## config.mk

```make
export PLATFORM = sky130hd
export DESIGN_NAME = tcw_front
export DESIGN_NICKNAME = d
export VERILOG_FILES = /design/src/rtl/core/tcw_pkg.sv /design/src/rtl/core/tcw_front.sv
export SDC_FILE = /design/constraint.sdc
export NUM_CORES = 1
export LEC_CHECK = 0
export BUFFER_PORTS_ARGS = -buffer_cell sky130_fd_sc_hd__buf_4
export CAP_MARGIN = 20
export CORE_ASPECT_RATIO = 0.7
export CORE_MARGIN = 2
export CORE_UTILIZATION = 37
export CTS_BUF_LIST = sky130_fd_sc_hd__clkbuf_8 sky130_fd_sc_hd__clkbuf_16
export CTS_CLUSTER_DIAMETER = 80
export DETAILED_ROUTE_END_ITERATION = 8
export HOLD_SLACK_MARGIN = 0.06
export PLACE_DENSITY_LB_ADDON = 0.15
export SLEW_MARGIN = 40
export SYNTH_ARGS = -nofsm -noshare
export SYNTH_HDL_FRONTEND = slang
export SYNTH_SLANG_ARGS = --single-unit
```

## constraint.sdc

```tcl
create_clock -name clk -period 2.3 [get_ports clk]
set_clock_uncertainty 0.2 [all_clocks]
set_input_delay 0.23 -clock clk [delete_from_list [all_inputs] [get_ports clk]]
set_output_delay 0.23 -clock clk [all_outputs]
set_load 0.005 [all_outputs]
```

## src/rtl/core/tcw_pkg.sv

```systemverilog
`default_nettype none
package tcw_pkg;

  localparam int MAX_COLS = 80;
  localparam int MAX_ROWS = 25;
  localparam int NCELLS   = MAX_COLS * MAX_ROWS;
  localparam int ADDR_W   = $clog2(NCELLS);
  localparam int TAB_SPACES = 4;

  // action codes
  localparam logic [2:0] ACT_PUT   = 3'd0;
  localparam logic [2:0] ACT_CLEAR = 3'd1;
  localparam logic [2:0] ACT_MOVE  = 3'd2;
  localparam logic [2:0] ACT_BOX   = 3'd3;
  localparam logic [2:0] ACT_READ  = 3'd4;

  // register indexes
  localparam logic [1:0] CFG_TEXT_COLOR = 2'd0;
  localparam logic [1:0] CFG_COLUMNS    = 2'd1;
  localparam logic [1:0] CFG_ROWS       = 2'd2;
  localparam logic [1:0] CFG_TRACKING   = 2'd3;

  // control characters
  localparam logic [7:0] CH_NUL   = 8'h00;
  localparam logic [7:0] CH_BS    = 8'h08;
  localparam logic [7:0] CH_TAB   = 8'h09;
  localparam logic [7:0] CH_LF    = 8'h0A;
  localparam logic [7:0] CH_CR    = 8'h0D;
  localparam logic [7:0] CH_SPACE = 8'h20;

  typedef enum logic [2:0] {
    K_PUT, K_CLEAR, K_MOVE, K_BOX, K_READ, K_NOP
  } kind_t;

  typedef struct packed {
    kind_t      kind;
    logic [7:0] char_code;
    logic [6:0] col;
    logic [4:0] row;
    logic [6:0] col_end;
    logic [4:0] row_end;
    logic [7:0] box_color;
  } req_t;

  typedef struct packed {
    logic [6:0]  cursor_col;
    logic [4:0]  cursor_row;
    logic [10:0] hw_cursor_position;
    logic [15:0] scroll_count;
    logic [7:0]  read_char;
    logic [7:0]  read_attr;
  } res_t;

  function automatic logic [6:0] eff_cols(input logic [6:0] v);
    if (v == 7'd0) return 7'd1;
    if (v > 7'(MAX_COLS)) return 7'(MAX_COLS);
    return v;
  endfunction

  function automatic logic [4:0] eff_rows(input logic [4:0] v);
    if (v == 5'd0) return 5'd1;
    if (v > 5'(MAX_ROWS)) return 5'(MAX_ROWS);
    return v;
  endfunction

endpackage
`default_nettype wire

```

## src/rtl/core/tcw_front.sv

```systemverilog
`default_nettype none
module tcw_front (
  input  wire               clk,
  input  wire               rst_n,
  input  wire               in_tvalid,
  output logic              in_tready,
  input  wire  [39:0]       in_tdata,
  input  wire  [2:0]        in_tuser,
  input  wire               hold,
  output logic              q_valid,
  input  wire               q_ready,
  output tcw_pkg::req_t     q_req
);
  import tcw_pkg::*;

  req_t       ent_r [2];
  logic       wp_r, rp_r;
  logic [1:0] cnt_r;
  req_t       req_w;
  logic       push, pop;

  always_comb begin
    req_w.char_code = in_tdata[7:0];
    req_w.col       = in_tdata[14:8];
    req_w.row       = in_tdata[19:15];
    req_w.col_end   = in_tdata[26:20];
    req_w.row_end   = in_tdata[31:27];
    req_w.box_color = in_tdata[39:32];
    unique case (in_tuser)
      ACT_PUT:   req_w.kind = K_PUT;
      ACT_CLEAR: req_w.kind = K_CLEAR;
      ACT_MOVE:  req_w.kind = K_MOVE;
      ACT_BOX:   req_w.kind = K_BOX;
      ACT_READ:  req_w.kind = K_READ;
      default:   req_w.kind = K_NOP;
    endcase
  end

  assign in_tready = (cnt_r != 2'd2) && !hold;
  assign q_valid   = (cnt_r != 2'd0);
  assign q_req     = ent_r[rp_r];
  assign push      = in_tvalid && in_tready;
  assign pop       = q_valid && q_ready;

  always_ff @(posedge clk) begin
    if (push) ent_r[wp_r] <= req_w;
    if (!rst_n) begin
      wp_r  <= 1'b0;
      rp_r  <= 1'b0;
      cnt_r <= 2'd0;
    end else begin
      if (push) wp_r <= ~wp_r;
      if (pop)  rp_r <= ~rp_r;
      cnt_r <= cnt_r + 2'(push) - 2'(pop);
    end
  end
endmodule
`default_nettype wire

```

; ---- After elaboration in Yosys (flattened, before gate mapping)
; Memories as Yosys holds them, arrays and structs flattened. A register that Yosys moved wholly into a read port is not among the register bits.
; Cells that the tools add are included.
[op_classes]
n_addsub = 2
n_mux = 5
eq_ne = 5
n_bitwise = 2
n_reduce_logical = 6
[ops]
columns = cell, n
row1 = $pmux W3 S5, 1
row2 = $eq A3 B2 Y1 const B, 2
row3 = $mux W1, 4
row4 = $eq A3 B1 Y1 const B, 1
row5 = $eq A3 B3 Y1 const B, 1
row6 = $logic_and A1 B1 Y1, 3
row7 = $logic_not A3 Y1, 1
row8 = $add A2 B1 Y2, 1
row9 = $ne A2 B2 Y1 const B, 1
row10 = $not A1 Y1, 2
row11 = $reduce_bool A2 Y1, 1
row12 = $sub A2 B1 Y2, 1
row13 = $logic_not A1 Y1, 1
[totals]
ram_bits = 86
input_bits = 48
elab_cells = 24
n_memories = 1
out_inout_bits = 45
reg_bits = 4
[mem_list]
columns = memory, depth, word_bits, read_ports, rd_clocked_by_memory_dff, write_ports, line
row1 = ent_r, 2, 43, 1, 1, 1, tcw_front.sv:16  ; req_t ent_r [2];

; ---- Longest topological paths before layout
; Gate-level depths: netlist of run 1.
[logic_depth]
ltp_word = 5
mapped_depth = 9
mapped_depth_nobuf = 9

; ---- Worst setup path before layout of run 1
; OpenSTA, ideal clock, no wires.
[synth_timing]
kind = register -> register
startpoint = register cnt_r[1]
endpoint = memory ent_r[1][0] (netlist bit), enable pin
arrival_ns = 1.721
stages_incl_launch_ff = 4
n_path_buf = 0
setup_ns = 0.405
path_slack_ns = -0.026
path_cell_list = dfxtp_1 > nor2b_4 > nor2_1 > and3_1
[synth_via]
elab_chain_len = 5
[synth_rtl]
columns = element, line
row1 = from (decl), tcw_front.sv:18  ; logic [1:0] cnt_r;
row2 = from (signal assigned), tcw_front.sv:54  ; cnt_r <= cnt_r + 2'(push) - 2'(pop);
row3 = $ne A2 B2 Y1, tcw_front.sv:39  ; assign in_tready = (cnt_r != 2'd2) && !hold;
row4 = $logic_and A1 B1 Y1, tcw_front.sv:39
row5 = net in_tready, tcw_front.sv:6  ; output logic in_tready,
row6 = $logic_and A1 B1 Y1, tcw_front.sv:42  ; assign push = in_tvalid && in_tready;
row7 = $mux W1, tcw_front.sv:46  ; if (push) ent_r[wp_r] <= req_w;
row8 = $mux W1 (implied by the code), tcw_front.sv:46
row9 = to (decl), tcw_front.sv:16
; The timed path passes the listed nets, and every way through them passes these cells.

==> metrics.txt, run 1 <==
# TYPE chip_impl_metric gauge
chip_impl_metric{name="synthesis.instances",unit=""} 165
chip_impl_metric{name="part_of_the_total_power_dissipated_in_sequential_elements",unit="%"} 41.4
chip_impl_info{name="critical_path.top_delay_family",value="buffers and inverters"} 1
chip_impl_metric{name="critical_path_stages",unit=""} 3
chip_impl_metric{name="async_reset_ff_share",unit="%"} 0
chip_impl_info{name="synth_top_area_cells",value="sky130_fd_sc_hd__edfxtp_1 76%, sky130_fd_sc_hd__mux2_2 11%, sky130_fd_sc_hd__mux2_1 3.0%"} 1
chip_impl_info{name="start_kind",value="register"} 1
chip_impl_metric{name="synth-seq-cells",unit=""} 91
chip_impl_metric{name="combined_area_of_the_multi_input_logic_cells",unit="µm²"} 636
chip_impl_metric{name="post_layout_total_power",unit="mW"} 4.87
chip_impl_metric{name="finalHoldViolCount",unit=""} 0
chip_impl_metric{name="yosys_top_cell_area_share",unit="%"} 76.4
chip_impl_metric{name="floorplan.io_pins",unit=""} 93
chip_impl_metric{name="initial_core_util",unit="%"} 37.7
chip_impl_metric{name="final_util",unit="%"} 56.1
chip_impl_metric{name="gr-usage-met1",unit="%"} 16.6
chip_impl_metric{name="worst-endpoint-required",unit="ns"} 1.87
chip_impl_metric{name="slew_violations",unit=""} 0
chip_impl_metric{name="cts-hold-fix-buffers",unit=""} 44
chip_impl_info{name="holdCritPathClass",value="in -> reg"} 1
chip_impl_metric{name="floorplan.die.height",unit="µm"} 84.0
chip_impl_metric{name="depth_of_the_most_critical_reg_to_reg_path",unit=""} 9
chip_impl_metric{name="global_route_overflow",unit=""} 0
chip_impl_metric{name="cellInternalPower",unit="mW"} 3.81
chip_impl_metric{name="power.leakage",unit="nW"} 1.92
chip_impl_metric{name="layout_setup_ws",unit="ns"} 0.348
chip_impl_metric{name="setup_viol",unit=""} 0
chip_impl_metric{name="yosys.area_share.adder",unit="%"} 0.740
chip_impl_metric{name="power.density_cell_area",unit="nW/µm²"} 969
chip_impl_metric{name="mapped_nets",unit=""} 215
chip_impl_metric{name="sum_of_buffers_and_inverters_on_the_critical_path",unit=""} 2
chip_impl_metric{name="globalRouteTotalUtil",unit="%"} 13.4
chip_impl_metric{name="placed_wire_length_estimate_after_detailed_placement",unit="mm"} 3.73
chip_impl_metric{name="synthesis.area_per_instance",unit="µm²"} 20.5
chip_impl_info{name="critical_path.most_common_cell",value="sky130_fd_sc_hd__buf_4"} 1
chip_impl_metric{name="drt_first_pass_iters",unit=""} 4
chip_impl_metric{name="post_synth_num_cell_types",unit=""} 26
chip_impl_metric{name="clock_insertion_delay_worst_skew",unit="ns"} 0.33
chip_impl_metric{name="synth_mux_area_share",unit="%"} 14.3
chip_impl_metric{name="post_cts.resized_instances",unit=""} 0
chip_impl_metric{name="floorplan.die_area",unit="µm²"} 9930
chip_impl_metric{name="worst_slew_pin_slew",unit="ns"} 0.347
chip_impl_metric{name="drv.max_cap_violation_count",unit=""} 0
chip_impl_metric{name="switching_component_of_the_power",unit="mW"} 1.06
chip_impl_metric{name="cts_sinks",unit=""} 91
chip_impl_metric{name="ff_latch_area",unit="µm²"} 2680
chip_impl_metric{name="drt_iter0_markers",unit=""} 86
chip_impl_metric{name="fmax",unit="GHz"} 0.512
chip_impl_info{name="r2r-start",value="cnt_r[1]"} 1
chip_impl_info{name="grt_setup_unrepaired",value="false"} 1
chip_impl_metric{name="antenna-diode-count",unit=""} 0
chip_impl_info{name="worst_setup_path_end_kind",value="output pin"} 1
chip_impl_metric{name="cts.path.max_buffers",unit=""} 2
chip_impl_info{name="r2r-end",value="cnt_r[1]"} 1
chip_impl_metric{name="hold_ws",unit="ns"} 0.105
chip_impl_metric{name="gpl.final_weighted_congestion",unit=""} 0.742
chip_impl_metric{name="totalWireLength",unit="mm"} 6.30
chip_impl_info{name="status",value="complete, no violations"} 1
chip_impl_metric{name="synth_area_in_simple_gates",unit="%"} 2.44
chip_impl_metric{name="cts.htree.levels",unit=""} 3
chip_impl_info{name="critical_path.slowest_cell",value="sky130_fd_sc_hd__mux2_2"} 1
chip_impl_metric{name="placement.io_buffers",unit=""} 92
chip_impl_metric{name="crit_arrival",unit="ns"} 1.52
chip_impl_info{name="layout.cells.most_common",value="sky130_fd_sc_hd__buf_4"} 1
chip_impl_metric{name="remaining_drc_errors",unit=""} 0
chip_impl_info{name="hold_endpoint",value="wp_r"} 1
chip_impl_metric{name="ratio_of_routed_vias_to_standard_cells",unit=""} 4.37
chip_impl_info{name="top_library_cells_by_usage_in_the_layout_fill_and_taps_aside",value="94 x sky130_fd_sc_hd__buf_4, 86 x sky130_fd_sc_hd__edfxtp_1, 44 x sky130_fd_sc_hd__dlygate4sd3_1, 34 x sky130_fd_sc_hd__mux2_2"} 1
chip_impl_metric{name="setup_total_negative_slack",unit="ns"} 0
chip_impl_metric{name="num_rows",unit=""} 29
chip_impl_metric{name="power.share.clock",unit="%"} 35.3
chip_impl_metric{name="seq_area_frac_synth",unit="%"} 79.3
chip_impl_info{name="timing.hold.worst.start",value="in_tvalid"} 1
chip_impl_metric{name="post_synthesis_xor_xnor_area_fraction",unit="%"} 0.518
chip_impl_metric{name="fillers",unit=""} 715
chip_impl_info{name="combinational_family_with_the_most_area_after_synthesis",value="multiplexers"} 1
chip_impl_info{name="worst-setup-path-type",value="reg -> out"} 1
chip_impl_metric{name="crit_fanout",unit=""} 24
chip_impl_metric{name="grt_antenna_before_repair",unit=""} 0
chip_impl_info{name="post-synth-top-area-cell",value="sky130_fd_sc_hd__edfxtp_1"} 1
chip_impl_metric{name="worst_hold_path.num_cells",unit=""} 4
chip_impl_info{name="yosys_most_used_dff",value="sky130_fd_sc_hd__edfxtp_1"} 1
chip_impl_metric{name="layout-drive-gt1-share",unit="%"} 47.6
chip_impl_metric{name="grt_first_pass_wirelength",unit="mm"} 10.0
chip_impl_metric{name="slew_headroom",unit="%"} 76.9
chip_impl_info{name="tritoncts",value="yes"} 1
chip_impl_metric{name="number_of_global_route_vias_before_repair",unit=""} 2012
chip_impl_metric{name="compound_cell_area_share_of_the_yosys_netlist",unit="%"} 0.740
chip_impl_metric{name="design.core.area",unit="µm²"} 8960
chip_impl_metric{name="worst_ir_drop_vdd",unit="V"} 0.000608
chip_impl_metric{name="ys.warnings.count",unit=""} 0
chip_impl_metric{name="grt.met2_usage",unit="%"} 21.5
chip_impl_info{name="grt-busiest-layer",value="met2"} 1
chip_impl_metric{name="cts_post_setup_buffers_inserted",unit=""} 0
chip_impl_metric{name="synthesis.area",unit="µm²"} 3380
chip_impl_metric{name="final.min_clock_period",unit="ns"} 1.95
chip_impl_metric{name="post_drt_wl_per_cell",unit="µm"} 14.3
chip_impl_metric{name="synth_edf_count",unit=""} 86
chip_impl_metric{name="place_ws",unit="ns"} 0.396
chip_impl_metric{name="tritoncts.num_buffers",unit=""} 9
chip_impl_metric{name="swShare",unit="%"} 21.8
chip_impl_metric{name="grtUsageMet3",unit="%"} 5.53
chip_impl_metric{name="ant_nets",unit=""} 0
chip_impl_metric{name="layout-area-overhead-vs-synth",unit="%"} 48.7
chip_impl_metric{name="power.combinational.fraction",unit="%"} 23.3
chip_impl_info{name="critical_path.cell_chain",value="buf_4, mux2_2, buf_4"} 1
chip_impl_metric{name="finalCritPeriodShare",unit="%"} 84.9
chip_impl_metric{name="die_x",unit="µm"} 118
chip_impl_metric{name="grt_start_max_net_pins",unit=""} 44
chip_impl_metric{name="r2r_setup_slack",unit="ns"} 0.36
chip_impl_info{name="clock-root-buffer",value="sky130_fd_sc_hd__clkbuf_16"} 1
chip_impl_metric{name="fin_nets",unit=""} 360
chip_impl_metric{name="cp_peak_stage_delay",unit="ns"} 0.40
chip_impl_metric{name="clkTransAtPathRegs",unit="ns"} 0.06
chip_impl_metric{name="vias",unit=""} 1917
==> routing by layer <==
metal,vias to the layer above,part of all wire [%],wire length (µm)
li1,925,-,-
met1,917,45,2820
met2,68,47,2950
met3,7,7.2,456
met4,0,1.2,73
met5,-,0,0
==> state kept, by name (all words and copies together), names as in the netlist, named ones only <==
register  flops
wp_r          1
rp_r          1
ent_r        86
cnt_r         2
==> kinds of logic after synthesis <==
kind of cell	count (synthesis)
flip-flops	91
AO/OA/AOI/OAI	4
multiplexers	43
AND/OR/NAND/NOR	14
XOR/XNOR	2
buffers and inverters	9
adder cells (fa/ha/maj)	2
==> area by class of cell <==
cell class / count / area share [%]
Sequential cell: 91 / 53.4
Clock inverter: 7 / 2.64
Tap cell: 124 / 3.08
Inverter: 3 / 0.224
Clock buffer: 9 / 4.48
Multi-Input combinational cell: 65 / 12.6
Timing Repair Buffer: 140 / 23.6
==> power by group through the flow <==
stage	Clock, mW	Combinational, mW	Sequential [mW]
4_1_cts	1.77	1.16	2.02
5_1_grt	1.84	1.23	2.03
6_report	1.72	1.13	2.02
2_1_floorplan	0	0.594	2.04
3_5_place_dp	0	1.09	2.06
3_3_place_gp	0	1.09	2.05
==> worst register-to-register path, delay by kind of cell (launching register included) <==
kind / cells / cell delay, ns
XOR/XNOR: 1 / 0.15
buffers and inverters: 1 / 0.04
AND/OR/NAND/NOR: 5 / 0.69
adder cells (fa/ha/maj): 2 / 0.45
flip-flops: 1 / 0.34
==> stage by stage <==
| step | instance area [µm²] | std cells |
|---|---|---|
| after global placement | 4230 | 379 |
| final | 5030 | 439 |
| after global routing | 5030 | 439 |
| after CTS | 5030 | 439 |
| after detailed placement | 4230 | 379 |
| after floorplan | 3380 | 165 |
==> synthesized netlist by cell type, drive strengths merged, types with 2 or more instances <==
cell type	n
edfxtp	86
mux2	43
buf	5
dfxtp	5
nor2	4
inv	3
and2	2
ha	2
nor2b	2
==> how the worst max path moves through the flow <==
stage,slack (ns),startpoint,endpoint
5_1_grt,0.17,cnt_r[1],cnt_r[1]
6_report,0.35,register,q_req[30]
4_1_cts,0.32,register,q_req[30]
3_5_place_dp,0.40,cnt_r[1],cnt_r[1]
3_3_place_gp,0.42,cnt_r[1],cnt_r[1]
2_1_floorplan,0.05,cnt_r[1],ent_r[0][0]
Note: power is estimated with default switching activity, not from simulation.
==> run 2, diff against run 1 <==
- clock period: 2.3 -> 1.75 ns (I/O delays scaled with it)
==> run 2 against run 1 <==
Net effect:
- largest cell class unchanged
- combinational power grew 89%
- setup slack lost 0.41 ns
- register-to-register slack lost 0.42 ns
- count of clock-buffer cells in the layout is the same
- power grew 37%
- flip-flop and latch count is the same
- the run now ends with setup timing left
- hold slack lost 0.031 ns
- critical endpoint is now ent_r[0][7]
==> metrics.txt, run 2 (same netlist as run 1, synthesis figures left out) <==
# TYPE chip_impl_metric gauge
chip_impl_metric{name="remaining_drc_errors",unit=""} 0
chip_impl_metric{name="drt_first_pass_iters",unit=""} 4
chip_impl_info{name="holdCritPathClass",value="in -> reg"} 1
chip_impl_metric{name="die_x",unit="µm"} 118
chip_impl_metric{name="final.min_clock_period",unit="ns"} 1.81
chip_impl_metric{name="slew_headroom",unit="%"} 86.7
chip_impl_metric{name="hold_ws",unit="ns"} 0.0738
chip_impl_metric{name="drt_iter0_markers",unit=""} 61
chip_impl_info{name="grt_setup_unrepaired",value="true"} 1
chip_impl_metric{name="final_util",unit="%"} 60.7
chip_impl_metric{name="placed_wire_length_estimate_after_detailed_placement",unit="mm"} 3.98
chip_impl_metric{name="floorplan.die_area",unit="µm²"} 9930
chip_impl_metric{name="power.leakage",unit="nW"} 2.11
chip_impl_metric{name="grt_start_max_net_pins",unit=""} 23
chip_impl_info{name="tritoncts",value="yes"} 1
chip_impl_metric{name="number_of_global_route_vias_before_repair",unit=""} 2027
chip_impl_metric{name="antenna-diode-count",unit=""} 0
chip_impl_metric{name="clock_insertion_delay_worst_skew",unit="ns"} 0.33
chip_impl_metric{name="finalHoldViolCount",unit=""} 0
chip_impl_metric{name="post_drt_wl_per_cell",unit="µm"} 15.6
chip_impl_metric{name="fillers",unit=""} 696
chip_impl_metric{name="worst-endpoint-required",unit="ns"} 1.60
chip_impl_metric{name="initial_core_util",unit="%"} 37.7
chip_impl_metric{name="totalWireLength",unit="mm"} 7.01
chip_impl_metric{name="global_route_overflow",unit=""} 0
chip_impl_metric{name="gpl.final_weighted_congestion",unit=""} 0.754
chip_impl_metric{name="num_rows",unit=""} 29
chip_impl_metric{name="power.density_cell_area",unit="nW/µm²"} 1230
chip_impl_metric{name="grt_first_pass_wirelength",unit="mm"} 10.0
chip_impl_metric{name="place_ws",unit="ns"} -0.0607
chip_impl_info{name="top_library_cells_by_usage_in_the_layout_fill_and_taps_aside",value="86 x sky130_fd_sc_hd__edfxtp_1, 66 x sky130_fd_sc_hd__buf_4, 47 x sky130_fd_sc_hd__dlygate4sd3_1, 30 x sky130_fd_sc_hd__mux2_4, 30 x sky130_fd_sc_hd__buf_6"} 1
chip_impl_metric{name="ratio_of_routed_vias_to_standard_cells",unit=""} 4.40
chip_impl_metric{name="layout-drive-gt1-share",unit="%"} 52.6
chip_impl_metric{name="worst_slew_pin_slew",unit="ns"} 0.198
chip_impl_metric{name="placement.io_buffers",unit=""} 92
chip_impl_metric{name="cts_sinks",unit=""} 91
chip_impl_metric{name="wl_met2",unit="mm"} 3.30
chip_impl_metric{name="drt-met1-wl",unit="mm"} 3.14
chip_impl_info{name="start_kind",value="register"} 1
chip_impl_info{name="critical_path.slowest_cell",value="sky130_fd_sc_hd__or3_4"} 1
chip_impl_info{name="failed_checks",value="setup timing"} 1
chip_impl_info{name="clock-root-buffer",value="sky130_fd_sc_hd__clkbuf_16"} 1
chip_impl_info{name="registers.top_by_ff_count",value="ent_r"} 1
chip_impl_info{name="worst-setup-path-type",value="reg -> reg"} 1
chip_impl_metric{name="floorplan.die.height",unit="µm"} 84.0
chip_impl_metric{name="layout_setup_ws",unit="ns"} -0.0580
chip_impl_metric{name="floorplan.io_pins",unit=""} 93
chip_impl_metric{name="tritoncts.num_buffers",unit=""} 9
chip_impl_info{name="worst_setup_path_end_kind",value="register"} 1
chip_impl_metric{name="layout-area-overhead-vs-synth",unit="%"} 60.9
chip_impl_metric{name="fin_nets",unit=""} 373
chip_impl_metric{name="slew_violations",unit=""} 0
chip_impl_metric{name="vias",unit=""} 1985
chip_impl_metric{name="crit_fanout",unit=""} 11
chip_impl_metric{name="design.core.area",unit="µm²"} 8960
chip_impl_info{name="top_regs",value="ent_r (86), cnt_r (2)"} 1
chip_impl_metric{name="globalRouteTotalUtil",unit="%"} 13.7
chip_impl_metric{name="ant_nets",unit=""} 0
chip_impl_info{name="critical_path.cell_chain",value="nor2b_4, buf_4, or3_4, clkinvlp_4, clkbuf_16"} 1
chip_impl_info{name="highest_routed_layer",value="met4"} 1
chip_impl_metric{name="finalCritPeriodShare",unit="%"} 103
chip_impl_metric{name="cts.htree.levels",unit=""} 3
chip_impl_metric{name="drv.max_cap_violation_count",unit=""} 0
chip_impl_metric{name="setup_viol",unit=""} 70
chip_impl_metric{name="worst_ir_drop_vdd",unit="V"} 0.000608
chip_impl_info{name="status",value="finished with violations"} 1
chip_impl_metric{name="cp_peak_stage_delay",unit="ns"} 0.34
chip_impl_metric{name="grt_antenna_before_repair",unit=""} 0
chip_impl_info{name="layout.cells.most_common",value="sky130_fd_sc_hd__edfxtp_1"} 1
chip_impl_metric{name="crit_arrival",unit="ns"} 1.66
chip_impl_metric{name="fmax",unit="GHz"} 0.553
chip_impl_metric{name="cts.path.max_buffers",unit=""} 2
chip_impl_metric{name="clkTransAtPathRegs",unit="ns"} 0.06
chip_impl_metric{name="largest_register_ff_count",unit=""} 86
chip_impl_metric{name="met3_wirelength",unit="µm"} 464
run 2: changes by cell type in the layout (fill, tap and decap cells not counted), moves of 4 or more:
cell | before | now
sky130_fd_sc_hd__mux2_1 | 9 | 3
sky130_fd_sc_hd__buf_4 | 94 | 66
sky130_fd_sc_hd__buf_6 | 0 | 30
sky130_fd_sc_hd__mux2_4 | 0 | 30
sky130_fd_sc_hd__mux2_2 | 34 | 10
sky130_fd_sc_hd__clkbuf_16 | 9 | 13
sky130_fd_sc_hd__buf_12 | 2 | 6
run 2: worst paths after layout:
path / start / cells past startpoint / slack [ns] / end
worst max register to register: cnt_r[1] / 5 / -0.06 / ent_r[0][7]
worst min-delay path: hold / 4 / 0.07 / wp_r
worst min register to register: wp_r / 2 / 0.30 / wp_r
worst max-delay path: cnt_r[1] / 5 / -0.06 / ent_r[0][7]
run 2: layout make-up:
type	count	area, µm²	share of cell area, %
clock buffers	9	225	4.14
clock inverters	6	58.8	1.08
inverters	3	15.0	0.276
multi-input cells	65	776	14.3
flip-flops and latches	91	2690	49.4
well taps	124	155	2.85
repair buffers	153	1520	28.0
run 2: timing repair:
action / in CTS / in global routing
gates resized for setup: 6 / 59
hold endpoints to repair: 91 / 0
pin swaps: 6 / 4
hold buffers: 47 / 0
buffers inserted: 1 / 0
gates cloned: 0 / 5
setup endpoints to repair: 46 / 88
run 2: worst max-delay path, delay by kind of cell (launching register included):
family | cells | cell delay, ns
buffers and inverters | 3 | 0.52
AND/OR/NAND/NOR | 2 | 0.47
flip-flops | 1 | 0.33
run 2: power breakdown:
part,internal [mW],total (mW),switching [mW]
combinational,1.38,2.14,0.764
clock,1.09,1.84,0.750
sequential,2.60,2.70,0.0940
total,5.07,6.67,1.61
run 2: stage by stage:
step	area, µm²	instances	total power, mW	setup TNS, ns
2_1_floorplan	3400	165	3.48	-2.91
3_3_place_gp	4330	383	4.25	-0.0279
3_5_place_dp	4330	383	4.25	-0.0607
4_1_cts	5110	446	6.24	-0.814
5_1_grt	5440	451	6.96	-6.08
6_report	5440	451	6.67	-2.08
run 2: routing by layer:
layer  GRT usage, %  vias to the layer above
met5              0                        -
met4           6.46                        0
met3           6.35                       11
met2           20.8                       57
met1           16.5                      968
li1               -                      949
==> run 3, diff against run 2 <==
- SKIP_CTS_REPAIR_TIMING: not set -> 1
==> run 3 against run 2 <==
Net effect:
- the run still ends with setup timing left
- hold slack about the same
- largest cell class unchanged
- setup slack got worse by 0.018 ns
- largest power group unchanged
- sequential power about the same
- combinational power about the same
- count of clock-buffer cells in the layout stayed put
==> metrics.txt, run 3 (same netlist as run 1, synthesis figures left out) <==
# TYPE chip_impl_metric gauge
chip_impl_metric{name="antenna-diode-count",unit=""} 0
chip_impl_metric{name="crit_fanout",unit=""} 22
chip_impl_info{name="layout.cells.most_common",value="sky130_fd_sc_hd__edfxtp_1"} 1
chip_impl_info{name="worst-setup-path-type",value="reg -> reg"} 1
chip_impl_metric{name="placement.io_buffers",unit=""} 92
chip_impl_metric{name="setup_viol",unit=""} 59
chip_impl_metric{name="layout-area-overhead-vs-synth",unit="%"} 61.0
chip_impl_info{name="critical_path.slowest_cell",value="sky130_fd_sc_hd__dfxtp_4"} 1
chip_impl_metric{name="global_route_overflow",unit=""} 0
chip_impl_metric{name="slew_violations",unit=""} 0
chip_impl_metric{name="tritoncts.num_buffers",unit=""} 9
chip_impl_metric{name="grt_start_max_net_pins",unit=""} 23
chip_impl_metric{name="largest_register_ff_count",unit=""} 86
chip_impl_info{name="critical_path.top_delay_family",value="buffers and inverters"} 1
chip_impl_metric{name="initial_core_util",unit="%"} 37.7
chip_impl_info{name="tritoncts",value="yes"} 1
chip_impl_metric{name="slew_headroom",unit="%"} 87.7
chip_impl_info{name="holdCritPathClass",value="in -> reg"} 1
chip_impl_metric{name="placed_wire_length_estimate_after_detailed_placement",unit="mm"} 3.98
chip_impl_metric{name="final.min_clock_period",unit="ns"} 1.83
chip_impl_metric{name="grt_first_pass_wirelength",unit="mm"} 9.21
chip_impl_metric{name="post_drt_wl_per_cell",unit="µm"} 15.6
chip_impl_info{name="status",value="finished with violations"} 1
chip_impl_info{name="top_regs",value="ent_r (86), cnt_r (2)"} 1
chip_impl_metric{name="finalCritPeriodShare",unit="%"} 104
chip_impl_metric{name="cts.htree.levels",unit=""} 3
chip_impl_info{name="grt_setup_unrepaired",value="true"} 1
chip_impl_metric{name="floorplan.die.height",unit="µm"} 84.0
chip_impl_metric{name="finalHoldViolCount",unit=""} 0
chip_impl_metric{name="worst_slew_pin_slew",unit="ns"} 0.183
chip_impl_metric{name="sum_of_buffers_and_inverters_on_the_critical_path",unit=""} 3
chip_impl_metric{name="number_of_global_route_vias_before_repair",unit=""} 1785
chip_impl_metric{name="finish.cell_count_without_fillers",unit=""} 449
chip_impl_metric{name="gpl.final_weighted_congestion",unit=""} 0.754
chip_impl_metric{name="floorplan.io_pins",unit=""} 93
chip_impl_metric{name="worst_ir_drop_vdd",unit="V"} 0.000599
chip_impl_metric{name="power.density_cell_area",unit="nW/µm²"} 1230
chip_impl_metric{name="post_layout_total_power",unit="mW"} 6.67
chip_impl_metric{name="fin_nets",unit=""} 371
chip_impl_metric{name="worst-endpoint-required",unit="ns"} 1.58
chip_impl_info{name="clock-root-buffer",value="sky130_fd_sc_hd__clkbuf_16"} 1
chip_impl_metric{name="cts.path.max_buffers",unit=""} 2
chip_impl_metric{name="drt_iter0_markers",unit=""} 64
chip_impl_metric{name="cts_sinks",unit=""} 91
chip_impl_metric{name="dp.cells",unit=""} 383
chip_impl_info{name="top_library_cells_by_usage_in_the_layout_fill_and_taps_aside",value="86 x sky130_fd_sc_hd__edfxtp_1, 61 x sky130_fd_sc_hd__buf_4, 46 x sky130_fd_sc_hd__dlygate4sd3_1, 34 x sky130_fd_sc_hd__buf_6, 33 x sky130_fd_sc_hd__mux2_4"} 1
chip_impl_metric{name="globalRouteTotalUtil",unit="%"} 12.8
chip_impl_metric{name="die_x",unit="µm"} 118
chip_impl_metric{name="layout-drive-gt1-share",unit="%"} 52.6
chip_impl_metric{name="drt_first_pass_iters",unit=""} 4
chip_impl_metric{name="r2r_setup_slack",unit="ns"} -0.08
chip_impl_info{name="critical_path.cell_chain",value="nor2b_4, buf_4, or3_4, clkinvlp_4, buf_12"} 1
chip_impl_metric{name="grt_antenna_before_repair",unit=""} 0
chip_impl_metric{name="clkTransAtPathRegs",unit="ns"} 0.06
chip_impl_info{name="worst_setup_path_end_kind",value="register"} 1
chip_impl_info{name="start_kind",value="register"} 1
chip_impl_metric{name="drv.max_cap_violation_count",unit=""} 0
chip_impl_metric{name="crit_arrival",unit="ns"} 1.66
chip_impl_metric{name="power.leakage",unit="nW"} 2.11
chip_impl_metric{name="num_rows",unit=""} 29
chip_impl_metric{name="layout_setup_ws",unit="ns"} -0.0761
chip_impl_metric{name="floorplan.die_area",unit="µm²"} 9930
chip_impl_metric{name="remaining_drc_errors",unit=""} 0
chip_impl_metric{name="totalWireLength",unit="mm"} 7.00
chip_impl_metric{name="ant_nets",unit=""} 0
chip_impl_info{name="failed_checks",value="setup timing"} 1
chip_impl_metric{name="final_util",unit="%"} 60.7
chip_impl_metric{name="design.core.area",unit="µm²"} 8960
chip_impl_metric{name="vias",unit=""} 1983
chip_impl_metric{name="fillers",unit=""} 698
chip_impl_metric{name="fmax",unit="GHz"} 0.548
chip_impl_info{name="registers.top_by_ff_count",value="ent_r"} 1
chip_impl_metric{name="clock_insertion_delay_worst_skew",unit="ns"} 0.33
chip_impl_metric{name="cp_peak_stage_delay",unit="ns"} 0.36
chip_impl_metric{name="ratio_of_routed_vias_to_standard_cells",unit=""} 4.42
run 3: final timing paths:
kind / from / end / cells past startpoint
max: cnt_r[1] / ent_r[0][23] / 5
min: q_ready / rp_r / 4
max reg2reg: cnt_r[1] / ent_r[0][23] / 5
min reg2reg: wp_r / wp_r / 2
run 3: cell type report:
type / instances / area, µm² / share of cell area (%)
clock buffer: 9 / 225 / 4.14
tap: 124 / 155 / 2.85
inverter: 3 / 15.0 / 0.276
timing repair buffer: 151 / 1510 / 27.8
multi-input combinational: 65 / 787 / 14.5
clock inverter: 6 / 58.8 / 1.08
sequential: 91 / 2690 / 49.4
run 3: through the flow:
stage / setup TNS (ns) / cell area, µm² / hold WS, ns / setup slack (ns)
floorplan: -2.91 / 3400 / 0.0739 / -0.0667
global placement: -0.0279 / 4330 / 0.161 / -0.0279
detailed placement: -0.0607 / 4330 / 0.163 / -0.0607
CTS: -1.47 / 4610 / -0.195 / -0.0741
global route: -6.47 / 5440 / 0.0956 / -0.144
finish: -2.49 / 5440 / 0.0740 / -0.0761
run 3: power by group:
| part | total (mW) | leakage, nW | switching (mW) | internal (mW) |
|---|---|---|---|---|
| logic | 2.14 | 1.14 | 0.760 | 1.38 |
| registers | 2.71 | 0.831 | 0.0986 | 2.61 |
| clock network | 1.83 | 0.140 | 0.739 | 1.09 |
| total | 6.67 | 2.11 | 1.60 | 5.07 |
run 3: layer usage:
layer / vias up / wire length, µm / track usage, %
met2: 56 / 3240 / 17.8
met4: 0 / 113 / 5.91
met5: - / 0 / 0
met1: 970 / 3200 / 16.6
li1: 946 / - / -
met3: 11 / 448 / 6.22
run 3: worst register-to-register path, stage by stage (launching register included):
cell and delay, ns:
sky130_fd_sc_hd__dfxtp_4 0.36, sky130_fd_sc_hd__nor2b_4 0.13, sky130_fd_sc_hd__buf_4 0.12, sky130_fd_sc_hd__or3_4 0.34, sky130_fd_sc_hd__clkinvlp_4 0.17, sky130_fd_sc_hd__buf_12 0.20
